`src/sv/trs_pkg.sv`:
```
// ---------------------------------------------------------------------------
// trs_pkg
// types and constants shared by the trailing reference signal core
// ---------------------------------------------------------------------------
package trs_pkg;

    localparam int PRICE_W   = 32;
    localparam int LVL_W     = 31;
    localparam int CFG_W     = 16;
    localparam int FRAC_W    = 16;
    localparam int WGT_W     = 20;
    localparam int CFG_IDX_W = 2;
    localparam int TDATA_O_W = 56;

    localparam int MUL_A_W   = 47;
    localparam int MUL_B_W   = 17;
    localparam int MUL_P_W   = MUL_A_W + MUL_B_W;
    localparam int MUL_CNT_W = $clog2(MUL_B_W + 1);

    localparam int DIV_Q_W   = WGT_W;
    localparam int DIV_PRE_W = DIV_Q_W - FRAC_W;
    localparam int DIV_CNT_W = $clog2(DIV_Q_W + 1);

    localparam logic [CFG_W-1:0]   K_095     = 16'd62259;
    localparam logic [MUL_B_W-1:0] Q_ONE     = 17'h10000;
    localparam logic [CFG_W-1:0]   CFG_RST   = 16'd3277;
    localparam logic [LVL_W-1:0]   MAX_LVL   = {LVL_W{1'b1}};
    localparam logic [WGT_W-1:0]   MAX_WGT   = {WGT_W{1'b1}};

    localparam logic [CFG_IDX_W-1:0] REG_BUY_BAND  = 2'd0;
    localparam logic [CFG_IDX_W-1:0] REG_BUY_STEP  = 2'd1;
    localparam logic [CFG_IDX_W-1:0] REG_SELL_BAND = 2'd2;
    localparam logic [CFG_IDX_W-1:0] REG_SELL_STEP = 2'd3;

    typedef enum logic [1:0] {
        KIND_NONE,
        KIND_BUY,
        KIND_SELL
    } t_kind;

    typedef enum logic [3:0] {
        S_IDLE,
        S_LOAD,
        S_INIT1,
        S_INIT2,
        S_MOVE,
        S_CHECK,
        S_DIV,
        S_SELL,
        S_BUY,
        S_DONE
    } t_state;

endpackage

```
`src/sv/trailing_reference_signal_core.sv`:
```
// ---------------------------------------------------------------------------
// trailing_reference_signal_core
// trailing reference buy/sell signal generator, one result beat per price
// a missing price goes straight to the output; otherwise the result takes
// one or two bit-serial multiplies, plus a divide on a buy that does not saturate
// one price at a time, held off by any output stall; the next beat is taken
// once the result is in the output register
// reset: synchronous active low, clears state and loads band/step defaults
// ---------------------------------------------------------------------------
module trailing_reference_signal_core (
    input  logic                            i_clk,
    input  logic                            i_rst_n,
    input  logic                            s_axis_tvalid,
    output logic                            s_axis_tready,
    input  logic [trs_pkg::PRICE_W-1:0]     s_axis_tdata,   // price
    output logic                            m_axis_tvalid,
    input  logic                            m_axis_tready,
    output logic [trs_pkg::TDATA_O_W-1:0]   m_axis_tdata,   // buy_weight, current_reference
    output logic [1:0]                      m_axis_tuser,   // signal_kind
    input  logic                            i_cfg_we,
    input  logic [trs_pkg::CFG_IDX_W-1:0]   i_cfg_idx,
    input  logic [trs_pkg::CFG_W-1:0]       i_cfg_data
);
    import trs_pkg::*;

    t_state             r_state, n_state;
    logic [PRICE_W-1:0] r_price, n_price;
    logic               r_started, n_started;
    logic               r_holding, n_holding;
    logic               r_up, n_up;
    logic [LVL_W-1:0]   r_ref, n_ref;
    logic [LVL_W-1:0]   r_ext, n_ext;
    t_kind              r_kind, n_kind;
    logic [WGT_W-1:0]   r_weight, n_weight;
    logic [CFG_W-1:0]   r_buy_band, n_buy_band;
    logic [CFG_W-1:0]   r_buy_step, n_buy_step;
    logic [CFG_W-1:0]   r_sell_band, n_sell_band;
    logic [CFG_W-1:0]   r_sell_step, n_sell_step;
    logic               r_m_valid, n_m_valid;
    t_kind              r_m_kind, n_m_kind;
    logic [WGT_W-1:0]   r_m_weight, n_m_weight;
    logic [LVL_W-1:0]   r_m_ref, n_m_ref;

    logic               mul_start, mul_done;
    logic [MUL_A_W-1:0] mul_a;
    logic [MUL_B_W-1:0] mul_b;
    logic [MUL_P_W-1:0] mul_prod;
    logic               div_start, div_done;
    logic [DIV_Q_W-1:0] div_quot;

    logic               price_ok;
    logic [LVL_W-1:0]   p31;
    logic               p_ge_r;
    logic [LVL_W-1:0]   abs_gap;
    logic [LVL_W-1:0]   excess;
    logic               wgt_sat;
    logic [LVL_W-1:0]   move_d;
    logic [LVL_W:0]     sell_t;
    logic [LVL_W-1:0]   sell_ref;

    trs_mul u_mul (
        .i_clk   (i_clk),
        .i_rst_n (i_rst_n),
        .i_start (mul_start),
        .i_a     (mul_a),
        .i_b     (mul_b),
        .o_done  (mul_done),
        .o_prod  (mul_prod)
    );

    trs_div u_div (
        .i_clk   (i_clk),
        .i_rst_n (i_rst_n),
        .i_start (div_start),
        .i_num   (excess),
        .i_den   (r_ref),
        .o_done  (div_done),
        .o_quot  (div_quot)
    );

    always_comb begin
        p31      = r_price[LVL_W-1:0];
        price_ok = !r_price[PRICE_W-1] && (r_price != '0);
        p_ge_r   = p31 >= r_ref;
        abs_gap  = p_ge_r ? (p31 - r_ref) : (r_ref - p31);
        excess   = p31 - r_ref;
        wgt_sat  = {{DIV_PRE_W{1'b0}}, excess} >= {r_ref, {DIV_PRE_W{1'b0}}};
        move_d   = mul_prod[FRAC_W+LVL_W-1:FRAC_W];
        sell_t   = mul_prod[FRAC_W+LVL_W:FRAC_W];
        sell_ref = sell_t[LVL_W] ? MAX_LVL : sell_t[LVL_W-1:0];

        n_state     = r_state;
        n_price     = r_price;
        n_started   = r_started;
        n_holding   = r_holding;
        n_up        = r_up;
        n_ref       = r_ref;
        n_ext       = r_ext;
        n_kind      = r_kind;
        n_weight    = r_weight;
        n_buy_band  = r_buy_band;
        n_buy_step  = r_buy_step;
        n_sell_band = r_sell_band;
        n_sell_step = r_sell_step;
        n_m_valid   = r_m_valid && !m_axis_tready;
        n_m_kind    = r_m_kind;
        n_m_weight  = r_m_weight;
        n_m_ref     = r_m_ref;
        mul_start   = 1'b0;
        mul_a       = '0;
        mul_b       = '0;
        div_start   = 1'b0;

        if (i_cfg_we) begin
            case (i_cfg_idx)
                REG_BUY_BAND:  n_buy_band  = i_cfg_data;
                REG_BUY_STEP:  n_buy_step  = i_cfg_data;
                REG_SELL_BAND: n_sell_band = i_cfg_data;
                REG_SELL_STEP: n_sell_step = i_cfg_data;
                default: ;
            endcase
        end

        case (r_state)
            S_IDLE: begin
                if (s_axis_tvalid) begin
                    n_price = s_axis_tdata;
                    n_state = S_LOAD;
                end
            end
            S_LOAD: begin
                n_kind   = KIND_NONE;
                n_weight = '0;
                if (!price_ok) begin
                    n_state = S_DONE;
                end else if (!r_started) begin
                    mul_start = 1'b1;
                    mul_a     = MUL_A_W'(p31);
                    mul_b     = MUL_B_W'(K_095);
                    n_state   = S_INIT1;
                end else begin
                    mul_start = 1'b1;
                    mul_a     = MUL_A_W'(abs_gap);
                    mul_b     = MUL_B_W'(r_holding ? r_sell_step : r_buy_step);
                    n_up      = p_ge_r;
                    n_state   = S_MOVE;
                end
            end
            S_INIT1: begin
                if (mul_done) begin
                    mul_start = 1'b1;
                    mul_a     = mul_prod[MUL_A_W-1:0];
                    mul_b     = Q_ONE - MUL_B_W'(r_sell_band);
                    n_state   = S_INIT2;
                end
            end
            S_INIT2: begin
                if (mul_done) begin
                    n_ref     = mul_prod[2*PRICE_W-2:PRICE_W];
                    n_ext     = p31;
                    n_holding = 1'b1;
                    n_started = 1'b1;
                    n_state   = S_DONE;
                end
            end
            S_MOVE: begin
                if (mul_done) begin
                    n_ref   = r_up ? (r_ref + move_d) : (r_ref - move_d);
                    n_state = S_CHECK;
                end
            end
            S_CHECK: begin
                if (r_holding) begin
                    if (p31 <= r_ref) begin
                        mul_start = 1'b1;
                        mul_a     = MUL_A_W'(r_ext);
                        mul_b     = Q_ONE + MUL_B_W'(r_buy_band);
                        n_state   = S_SELL;
                    end else begin
                        if (p31 > r_ext) begin
                            n_ext = p31;
                        end
                        n_state = S_DONE;
                    end
                end else begin
                    if (p_ge_r) begin
                        if (wgt_sat) begin
                            n_weight  = MAX_WGT;
                            mul_start = 1'b1;
                            mul_a     = MUL_A_W'(r_ext);
                            mul_b     = Q_ONE - MUL_B_W'(r_sell_band);
                            n_state   = S_BUY;
                        end else begin
                            div_start = 1'b1;
                            n_state   = S_DIV;
                        end
                    end else begin
                        if (p31 < r_ext) begin
                            n_ext = p31;
                        end
                        n_state = S_DONE;
                    end
                end
            end
            S_DIV: begin
                if (div_done) begin
                    n_weight  = div_quot;
                    mul_start = 1'b1;
                    mul_a     = MUL_A_W'(r_ext);
                    mul_b     = Q_ONE - MUL_B_W'(r_sell_band);
                    n_state   = S_BUY;
                end
            end
            S_SELL: begin
                if (mul_done) begin
                    n_ref     = sell_ref;
                    n_ext     = p31;
                    n_holding = 1'b0;
                    n_kind    = KIND_SELL;
                    n_state   = S_DONE;
                end
            end
            S_BUY: begin
                if (mul_done) begin
                    n_ref     = move_d;
                    n_ext     = p31;
                    n_holding = 1'b1;
                    n_kind    = KIND_BUY;
                    n_state   = S_DONE;
                end
            end
            S_DONE: begin
                if (!r_m_valid || m_axis_tready) begin
                    n_m_valid  = 1'b1;
                    n_m_kind   = r_kind;
                    n_m_weight = r_weight;
                    n_m_ref    = r_ref;
                    n_state    = S_IDLE;
                end
            end
            default: n_state = S_IDLE;
        endcase
    end

    always_ff @(posedge i_clk) begin
        if (!i_rst_n) begin
            r_state     <= S_IDLE;
            r_started   <= 1'b0;
            r_holding   <= 1'b0;
            r_ref       <= '0;
            r_ext       <= '0;
            r_buy_band  <= CFG_RST;
            r_buy_step  <= CFG_RST;
            r_sell_band <= CFG_RST;
            r_sell_step <= CFG_RST;
            r_m_valid   <= 1'b0;
        end else begin
            r_state     <= n_state;
            r_started   <= n_started;
            r_holding   <= n_holding;
            r_ref       <= n_ref;
            r_ext       <= n_ext;
            r_buy_band  <= n_buy_band;
            r_buy_step  <= n_buy_step;
            r_sell_band <= n_sell_band;
            r_sell_step <= n_sell_step;
            r_m_valid   <= n_m_valid;
        end
        r_price    <= n_price;
        r_up       <= n_up;
        r_kind     <= n_kind;
        r_weight   <= n_weight;
        r_m_kind   <= n_m_kind;
        r_m_weight <= n_m_weight;
        r_m_ref    <= n_m_ref;
    end

    assign s_axis_tready = (r_state == S_IDLE);
    assign m_axis_tvalid = r_m_valid;
    assign m_axis_tdata  = {{(TDATA_O_W - WGT_W - LVL_W){1'b0}}, r_m_ref, r_m_weight};
    assign m_axis_tuser  = r_m_kind;

endmodule

```
`src/sv/trs_mul.sv`:
```
// ---------------------------------------------------------------------------
// trs_mul
// shift-add multiplier, one multiplier bit per cycle, lsb first
// ---------------------------------------------------------------------------
module trs_mul (
    input  logic                         i_clk,
    input  logic                         i_rst_n,
    input  logic                         i_start,
    input  logic [trs_pkg::MUL_A_W-1:0] i_a,
    input  logic [trs_pkg::MUL_B_W-1:0] i_b,
    output logic                         o_done,
    output logic [trs_pkg::MUL_P_W-1:0] o_prod
);
    import trs_pkg::*;

    logic                 r_busy, n_busy;
    logic                 r_done, n_done;
    logic [MUL_CNT_W-1:0] r_cnt, n_cnt;
    logic [MUL_A_W-1:0]   r_a, n_a;
    logic [MUL_B_W-1:0]   r_b, n_b;
    logic [MUL_P_W-1:0]   r_acc, n_acc;
    logic [MUL_A_W:0]     sum;

    always_comb begin
        sum    = {1'b0, r_acc[MUL_P_W-1:MUL_B_W]} + (r_b[0] ? {1'b0, r_a} : '0);
        n_busy = r_busy;
        n_done = 1'b0;
        n_cnt  = r_cnt;
        n_a    = r_a;
        n_b    = r_b;
        n_acc  = r_acc;
        if (i_start) begin
            n_busy = 1'b1;
            n_cnt  = MUL_CNT_W'(MUL_B_W);
            n_a    = i_a;
            n_b    = i_b;
            n_acc  = '0;
        end else if (r_busy) begin
            n_acc = {sum, r_acc[MUL_B_W-1:1]};
            n_b   = r_b >> 1;
            n_cnt = r_cnt - 1'b1;
            if (r_cnt == MUL_CNT_W'(1)) begin
                n_busy = 1'b0;
                n_done = 1'b1;
            end
        end
    end

    always_ff @(posedge i_clk) begin
        if (!i_rst_n) begin
            r_busy <= 1'b0;
            r_done <= 1'b0;
            r_cnt  <= '0;
        end else begin
            r_busy <= n_busy;
            r_done <= n_done;
            r_cnt  <= n_cnt;
        end
        r_a   <= n_a;
        r_b   <= n_b;
        r_acc <= n_acc;
    end

    assign o_done = r_done;
    assign o_prod = r_acc;

endmodule

```
`src/sv/trs_div.sv`:
```
// ---------------------------------------------------------------------------
// trs_div
// restoring divider for the buy weight, one quotient bit per cycle
// ---------------------------------------------------------------------------
module trs_div (
    input  logic                        i_clk,
    input  logic                        i_rst_n,
    input  logic                        i_start,
    input  logic [trs_pkg::LVL_W-1:0]   i_num,
    input  logic [trs_pkg::LVL_W-1:0]   i_den,
    output logic                        o_done,
    output logic [trs_pkg::DIV_Q_W-1:0] o_quot
);
    import trs_pkg::*;

    logic                 r_busy, n_busy;
    logic                 r_done, n_done;
    logic [DIV_CNT_W-1:0] r_cnt, n_cnt;
    logic [LVL_W-1:0]     r_rem, n_rem;
    logic [LVL_W-1:0]     r_den, n_den;
    logic [DIV_Q_W-1:0]   r_lo, n_lo;
    logic [DIV_Q_W-1:0]   r_q, n_q;
    logic [LVL_W:0]       trial;
    logic [LVL_W:0]       diff;
    logic                 ge;

    always_comb begin
        trial  = {r_rem, r_lo[DIV_Q_W-1]};
        diff   = trial - {1'b0, r_den};
        ge     = trial >= {1'b0, r_den};
        n_busy = r_busy;
        n_done = 1'b0;
        n_cnt  = r_cnt;
        n_rem  = r_rem;
        n_den  = r_den;
        n_lo   = r_lo;
        n_q    = r_q;
        if (i_start) begin
            n_busy = 1'b1;
            n_cnt  = DIV_CNT_W'(DIV_Q_W);
            n_rem  = {{DIV_PRE_W{1'b0}}, i_num[LVL_W-1:DIV_PRE_W]};
            n_lo   = {i_num[DIV_PRE_W-1:0], {FRAC_W{1'b0}}};
            n_den  = i_den;
            n_q    = '0;
        end else if (r_busy) begin
            n_rem = ge ? diff[LVL_W-1:0] : trial[LVL_W-1:0];
            n_lo  = r_lo << 1;
            n_q   = {r_q[DIV_Q_W-2:0], ge};
            n_cnt = r_cnt - 1'b1;
            if (r_cnt == DIV_CNT_W'(1)) begin
                n_busy = 1'b0;
                n_done = 1'b1;
            end
        end
    end

    always_ff @(posedge i_clk) begin
        if (!i_rst_n) begin
            r_busy <= 1'b0;
            r_done <= 1'b0;
            r_cnt  <= '0;
        end else begin
            r_busy <= n_busy;
            r_done <= n_done;
            r_cnt  <= n_cnt;
        end
        r_rem <= n_rem;
        r_den <= n_den;
        r_lo  <= n_lo;
        r_q   <= n_q;
    end

    assign o_done = r_done;
    assign o_quot = r_q;

endmodule

```
`config.mk`:
```
export PLATFORM = sky130hd
export DESIGN_NAME = trailing_reference_signal_core
export DESIGN_NICKNAME = d
export VERILOG_FILES = /design/src/sv/trs_pkg.sv /design/src/sv/trailing_reference_signal_core.sv /design/src/sv/trs_mul.sv /design/src/sv/trs_div.sv
export SDC_FILE = /design/constraint.sdc
export NUM_CORES = 1
export LEC_CHECK = 0
export BUFFER_PORTS_ARGS = -buffer_cell sky130_fd_sc_hd__buf_2
export CELL_PAD_IN_SITES_DETAIL_PLACEMENT = 0
export CELL_PAD_IN_SITES_GLOBAL_PLACEMENT = 1
export CORE_MARGIN = 1.5
export CORE_UTILIZATION = 53
export CTS_CLUSTER_DIAMETER = 80
export DETAILED_ROUTE_END_ITERATION = 7
export GPL_TIMING_DRIVEN = 0
export PLACE_DENSITY_LB_ADDON = 0.1
export SYNTH_ARGS = -nofsm -noshare
export SYNTH_HDL_FRONTEND = slang
export SYNTH_SLANG_ARGS = --single-unit
export TNS_END_PERCENT = 10
```
`constraint.sdc`:
```
create_clock -name i_clk -period 13.1 [get_ports i_clk]
set_input_delay 0.655 -clock i_clk [delete_from_list [all_inputs] [get_ports i_clk]]
set_output_delay 0.655 -clock i_clk [all_outputs]
set_load 0.01 [all_outputs]
```
# Word-level counts from Yosys, hierarchy flattened
# Index checks and enable logic that the tools add are counted.
[totals]
register_bits = 469
inputBits = 55
[classes]
add_sub_neg = 10
magnitude_cmp = 6
n_eq_ne = 31
muxes = 92
bitwise = 3
n_reduce_logical = 36
[ops]
columns = ["cell", "count"]
rows = [
  ["$mux 31", 20],
  ["$pmux 47 s4", 1],
  ["$mux 47", 3],
  ["$mux 17", 8],
  ["$pmux 31 s4", 1],
  ["$sub 31x31->31", 4],
  ["$mux 20", 6],
  ["$pmux 17 s4", 1],
  ["$pmux 31 s2", 1],
  ["$pmux 20 s3", 1],
  ["$mux 27", 2],
  ["$add 47x48->48", 1],
  ["$mux 16", 3],
  ["$mux 4", 11],
  ["$ge 31x35->1", 1],
  ["$ge 32x31->1", 1],
  ["$pmux 4 s8", 1],
  ["$reduce_bool 32->1", 1],
  ["$add 31x31->31", 1],
  ["$ge 31x31->1", 1],
  ["$gt 31x31->1", 1],
  ["$le 31x31->1", 1],
  ["$lt 31x31->1", 1],
  ["$mux 1", 23],
  ["34 further kinds", 83],
]

# Depth between registers and ports, before layout
[logic_depth]
ltp_word = 7
mapped_depth = 26
depth_no_buf = 25

# By module
# A second synthesis with hierarchy kept.
[hier_totals]
cells_unflattened = 3485
area_unflattened_um2 = 30880.9
[modules_own_cells]
columns = ["mod", "instances", "cells_each", "area_each_um2", "seq_area_each_um2"]
rows = [
  ["trailing_reference_signal_core", 1, 2120, 17725.8, 5905.7],
  ["trs_mul", 1, 798, 7727.4, 3343.2],
  ["trs_div", 1, 567, 5427.7, 2482.4],
]

# Least setup slack after synthesis
# OpenSTA, ideal clock, no wires.
[synth_path]
kind = "reg2reg"
start = "reg r_ref[10]"
end = "reg u_mul.r_a[0] (enable)"
t_arrival_ns = 5.423
required_time_ns = 12.670
setup_slack_ns = 7.247
stages_incl_launch_ff = 22
path_buffers = 2
path_cell_list = "dfxtp_1 inv_1 ha_1 buf_6 a21o_1 a21o_1 a221oi_1 o21a_1 o21ai_1 a221oi_2 o21ai_0 xor2_1 ha_1 nand3_1 o31ai_1 nand2b_1 a31oi_1 a41oi_2 o211ai_2 nor3b_4 inv_2 clkbuf_1"
[synth_via]
elab_chain_len = 6
elab_cells_between_ends = 9
cone_classes = "1 x add/sub; 3 x order compare; 5 x mux"
[synth_rtl]
columns = ["element", "line", "source"]
rows = [
  ["start: declaration", "trailing_reference_signal_core.sv:31", "logic [LVL_W-1:0] r_ref, n_ref;"],
  ["start signal: assignment", "trailing_reference_signal_core.sv:261", "r_ref <= n_ref;"],
  ["$sub 31x31->31", "trailing_reference_signal_core.sv:86", "excess = p31 - r_ref;"],
  ["$ge 31x35->1", "trailing_reference_signal_core.sv:87", "wgt_sat = {{DIV_PRE_W{1'b0}}, excess} >= {r_ref, {DIV_PRE_W{1'b0}}};"],
  ["$mux 1", "trailing_reference_signal_core.sv:187", "if (wgt_sat) begin"],
  ["$mux 1", "trailing_reference_signal_core.sv:186", "if (p_ge_r) begin"],
  ["$mux 1 *", "trailing_reference_signal_core.sv:173", "if (r_holding) begin"],
  ["$pmux 1 s4 *", "trailing_reference_signal_core.sv:124", "case (r_state)"],
  ["named net mul_start", "trailing_reference_signal_core.sv:44", "logic mul_start, mul_done;"],
  ["end signal: assignment", "trs_mul.sv:59", "r_a <= n_a;"],
  ["end: declaration", "trs_mul.sv:19", "logic [MUL_A_W-1:0] r_a, n_a;"],
]
# Mark *: on every way through the listed nets, which the timed path passes. The rest lies on a longest branch.
# A chain may end at the register's enable or synchronous reset.

# Final worst setup path
[layout_path]
start = "reg r_ref[1]"
end = "reg u_div.r_den[26] (enable)"
[layout_via]
elab_chain_len = 6
elab_cells_between_ends = 7
cone_classes = "1 x add/sub; 2 x order compare; 4 x mux"
[layout_rtl]
columns = ["element", "line", "source"]
rows = [
  ["$sub 31x31->31", "trailing_reference_signal_core.sv:86", ""],
  ["$ge 31x35->1", "trailing_reference_signal_core.sv:87", ""],
  ["$mux 1", "trailing_reference_signal_core.sv:187", ""],
  ["$mux 1 *", "trailing_reference_signal_core.sv:186", ""],
  ["$mux 1 *", "trailing_reference_signal_core.sv:173", ""],
  ["$mux 1 *", "trailing_reference_signal_core.sv:124", ""],
  ["named net div_start", "trailing_reference_signal_core.sv:48", "logic div_start, div_done;"],
  ["end signal: assignment", "trs_div.sv:68", "r_den <= n_den;"],
  ["end: declaration", "trs_div.sv:20", "logic [LVL_W-1:0] r_den, n_den;"],
]
# Marked as above.

==> out/metrics.cfg <==
[status]
status = finished, violations left
violations = DRC

[finish]
nNetsFinal = 3858
fill_cells = 5046
syn_to_final_growth_pct = 11.3
drive_gt1_share_pct = 8.09
antenna_cells = 0

[drt]
route.met2.wl_mm = 46.1
drtPass1Iterations = 8
wl_met3_mm = 8.13
wirelength_mm = 104
drc_errors = 4
vias_per_cell = 6.14
drt_iter0_markers = 2583
routed.top_layer = met5
routedWlPerCell_um = 23.8
num_vias = 26800
drtAntennaViolNets = 0
wl_met1_mm = 44.3

[pwr]
peakVddDrop_v = 0.000131
p_leak_nw = 14.0
power_density_nw_per_um2 = 168

[yosys]
synthDistinctLibCells = 92
synth_async_sr_flop_share_pct = 0
ys_warn_count = 0
synth_common_cells = nand2_1, nor2_1, a21oi_1
ys.flop_type = dfxtp_1
synth_edf_count = 234
synth_seq_area_share_pct = 38.8
syn_area_per_cell_um2 = 8.91
yosys-top-cells-area = edfxtp_1, dfxtp_1, ha_1, nand2_1, a21oi_1
synth.most_common_cell = nand2_1
synth.top_cell.area_share_pct = 23.2
syn_inst = 3396
yosysTopAreaCell = edfxtp_1
synth_area_um2 = 30300
synth_seq_cells = 469

[setup_path]
endpoint_kind = flip-flop
slowest_delay_ns = 0.85
crit_arrival_ns = 8.05
cp_cell_sequence = inv_1 -> ha_1 -> nand3b_1 -> a21o_1 -> nand2_1 -> a21oi_1 -> o21a_1 -> o21ai_1 -> a221oi_2 -> o21ai_0 -> xor2_1 -> ha_1 -> a21o_1 -> a21oi_1 -> o31ai_1 -> nand2b_1 -> a31oi_1 -> a41oi_2 -> nand3_1 -> inv_2 -> buf_2 -> buf_2
critPathKind = flip-flop to flip-flop
critPathMaxFanout = 40
crit_slowest_cell = buf_2
cp.required_ns = 13.31
critPathLaunchType = flip-flop

[timing]
fin_ws_ns = 5.26
hold_viol = 0
period_minus_slack_ns = 7.84
clock_skew_ns = 0.0553
setup_viol = 0
tns_ns = 0
worst_pin_slew_ns = 1.24
relSlewSlack_pct = 15.1
period_share_pct = 59.8
max_freq_mhz = 128
rsz0062_at_grt = no
slew_violations = 0

[global_route]
grt_pass1_vias = 25400
grt_max_degree = 41
antenna_found_initial = 2
grt_remaining_overflow = 0
grt_pass1_wl_mm = 155
grt_usage_pct = 34.4

[placement]
dp_slack_ns = 5.19
port_buffers = 107
finalWeightedCongestion = 0.989
hpwl_mm = 80.4

[cts]
cts_num_sinks = 469
clk_latency_ns = 0.64
cts_hold_buf = 0
htreeDepth = 2
cts_buffer_depth = 3
post_cts_resize_count = 0
cts-buffers-inserted = 52
postCtsSetupRepairBufs = 0
path_clk_slew_ns = 0.07
cts_root_buf = clkbuf_16
cts_tree = built

[die]
die-height_um = 242
rows = 87
die_x_um = 242
design.core.area_um2 = 56400
dieArea_um2 = 58500
ios = 115
start_util_pct = 53.6

[flow_run]
max-cap-violations = 0

[worst_hold_path]
hold_path.class = primary input to flip-flop

==> path summary, 6_finish.rpt <==
kind	depth (start not counted)	startpoint	slack (ns)	to
min	1	s_axis_tdata[5]	0.19	r_price[5]
min reg2reg	0	r_weight[14]	0.42	r_m_weight[14]
max reg2reg	22	r_ref[1]	5.26	u_div.r_den[26]
max	22	r_ref[1]	5.26	u_div.r_den[26]
==> through the flow <==
step / instances / utilization [%] / power (mW) / cell area [um^2] / hold WS, ns
2_1_floorplan: 3400 / - / 3.36 / 30300 / 0.400
3_3_place_gp: 4263 / 56.3 / 3.99 / 31700 / 0.403
3_5_place_dp: 4267 / 56.4 / 4.04 / 31800 / 0.406
4_1_cts: 4365 / 59.7 / 5.62 / 33700 / 0.157
5_1_grt: 4365 / 59.7 / 5.93 / 33700 / 0.164
6_report: 4365 / 59.7 / 5.66 / 33700 / 0.186
==> cell families (layout without fill, tap and decap cells) <==
| group | count (synthesis) | after routing | synth area share [%] |
|---|---|---|---|
| compound gates | 919 | 919 | 20.1 |
| xor+xnor | 200 | 200 | 5.79 |
| fa+ha+maj | 238 | 238 | 9.97 |
| buf+inv | 370 | 579 | 4.93 |
| flops | 469 | 469 | 38.8 |
| mux | 109 | 109 | 3.64 |
| other cells | 1 | 5 | 0.0124 |
| simple gates | 1090 | 1090 | 16.8 |
==> power breakdown <==
group / switching, mW / internal [mW]
logic: 1.32 / 0.754
registers: 0.254 / 1.76
clock network: 0.648 / 0.931
total: 2.22 / 3.44
==> sequential cells by signal, summed over array words and instances (netlist names), 31 cells and up <==
| register | count |
|---|---|
| u_mul.o_prod | 64 |
| u_div.r_rem | 31 |
| r_price | 32 |
| u_div.r_den | 31 |
| r_m_ref | 31 |
| r_ref | 31 |
| u_mul.r_a | 47 |
| r_ext | 31 |
==> worst max-delay path: cells and delay by family, from the launching register on <==
kind            cells  cell delay, ns
xor+xnor            1            0.56
fa+ha+maj           2            0.79
flops               1            0.75
buf+inv             4            1.73
simple gates        4            0.97
compound gates     11            2.59
==> routing by layer <==
metal | up-vias | track usage [%]
met5 | - | 0
met4 | 2 | 16.0
met3 | 249 | 5.39
met2 | 1091 | 54.0
met1 | 12900 | 46.8
li1 | 12600 | -
==> final cells by class <==
| type | instances | area (um^2) | area share [%] |
|---|---|---|---|
| plain buffers | 191 | 820 | 2.43 |
| repair buffers | 111 | 598 | 1.78 |
| flip-flops and latches | 469 | 11700 | 34.8 |
| clock inverters | 27 | 392 | 1.16 |
| inverters | 179 | 672 | 2.00 |
| multi-input cells | 2561 | 17100 | 50.6 |
| clock buffers | 71 | 1460 | 4.35 |
| well taps | 756 | 946 | 2.81 |
==> cells in the final DEF, fill, tap and decap left out, drive strengths merged, types with 9 or more instances in the layout <==
cell type and instances:
nand2 387, nor2 272, a21oi 265, dfxtp 235, edfxtp 234, ha 233, clkbuf 209, o21ai 188
inv 180, buf 164, xnor2 112, a21o 109, mux2i 101, nand3 94, xor2 88, and2 77
nor3 50, a21boi 47, a221oi 44, nand4 41, a211oi 39, nand2b 36, o21bai 35, a31oi 32
nor2b 30, nor4 25, o21a 25, clkinv 18, a222oi 17, or3 15, and3 15, o31ai 14
a221o 13, a22oi 13, nor3b 12, o211ai 11, o22ai 9, or2 9
(Power assumes the default switching activity.)
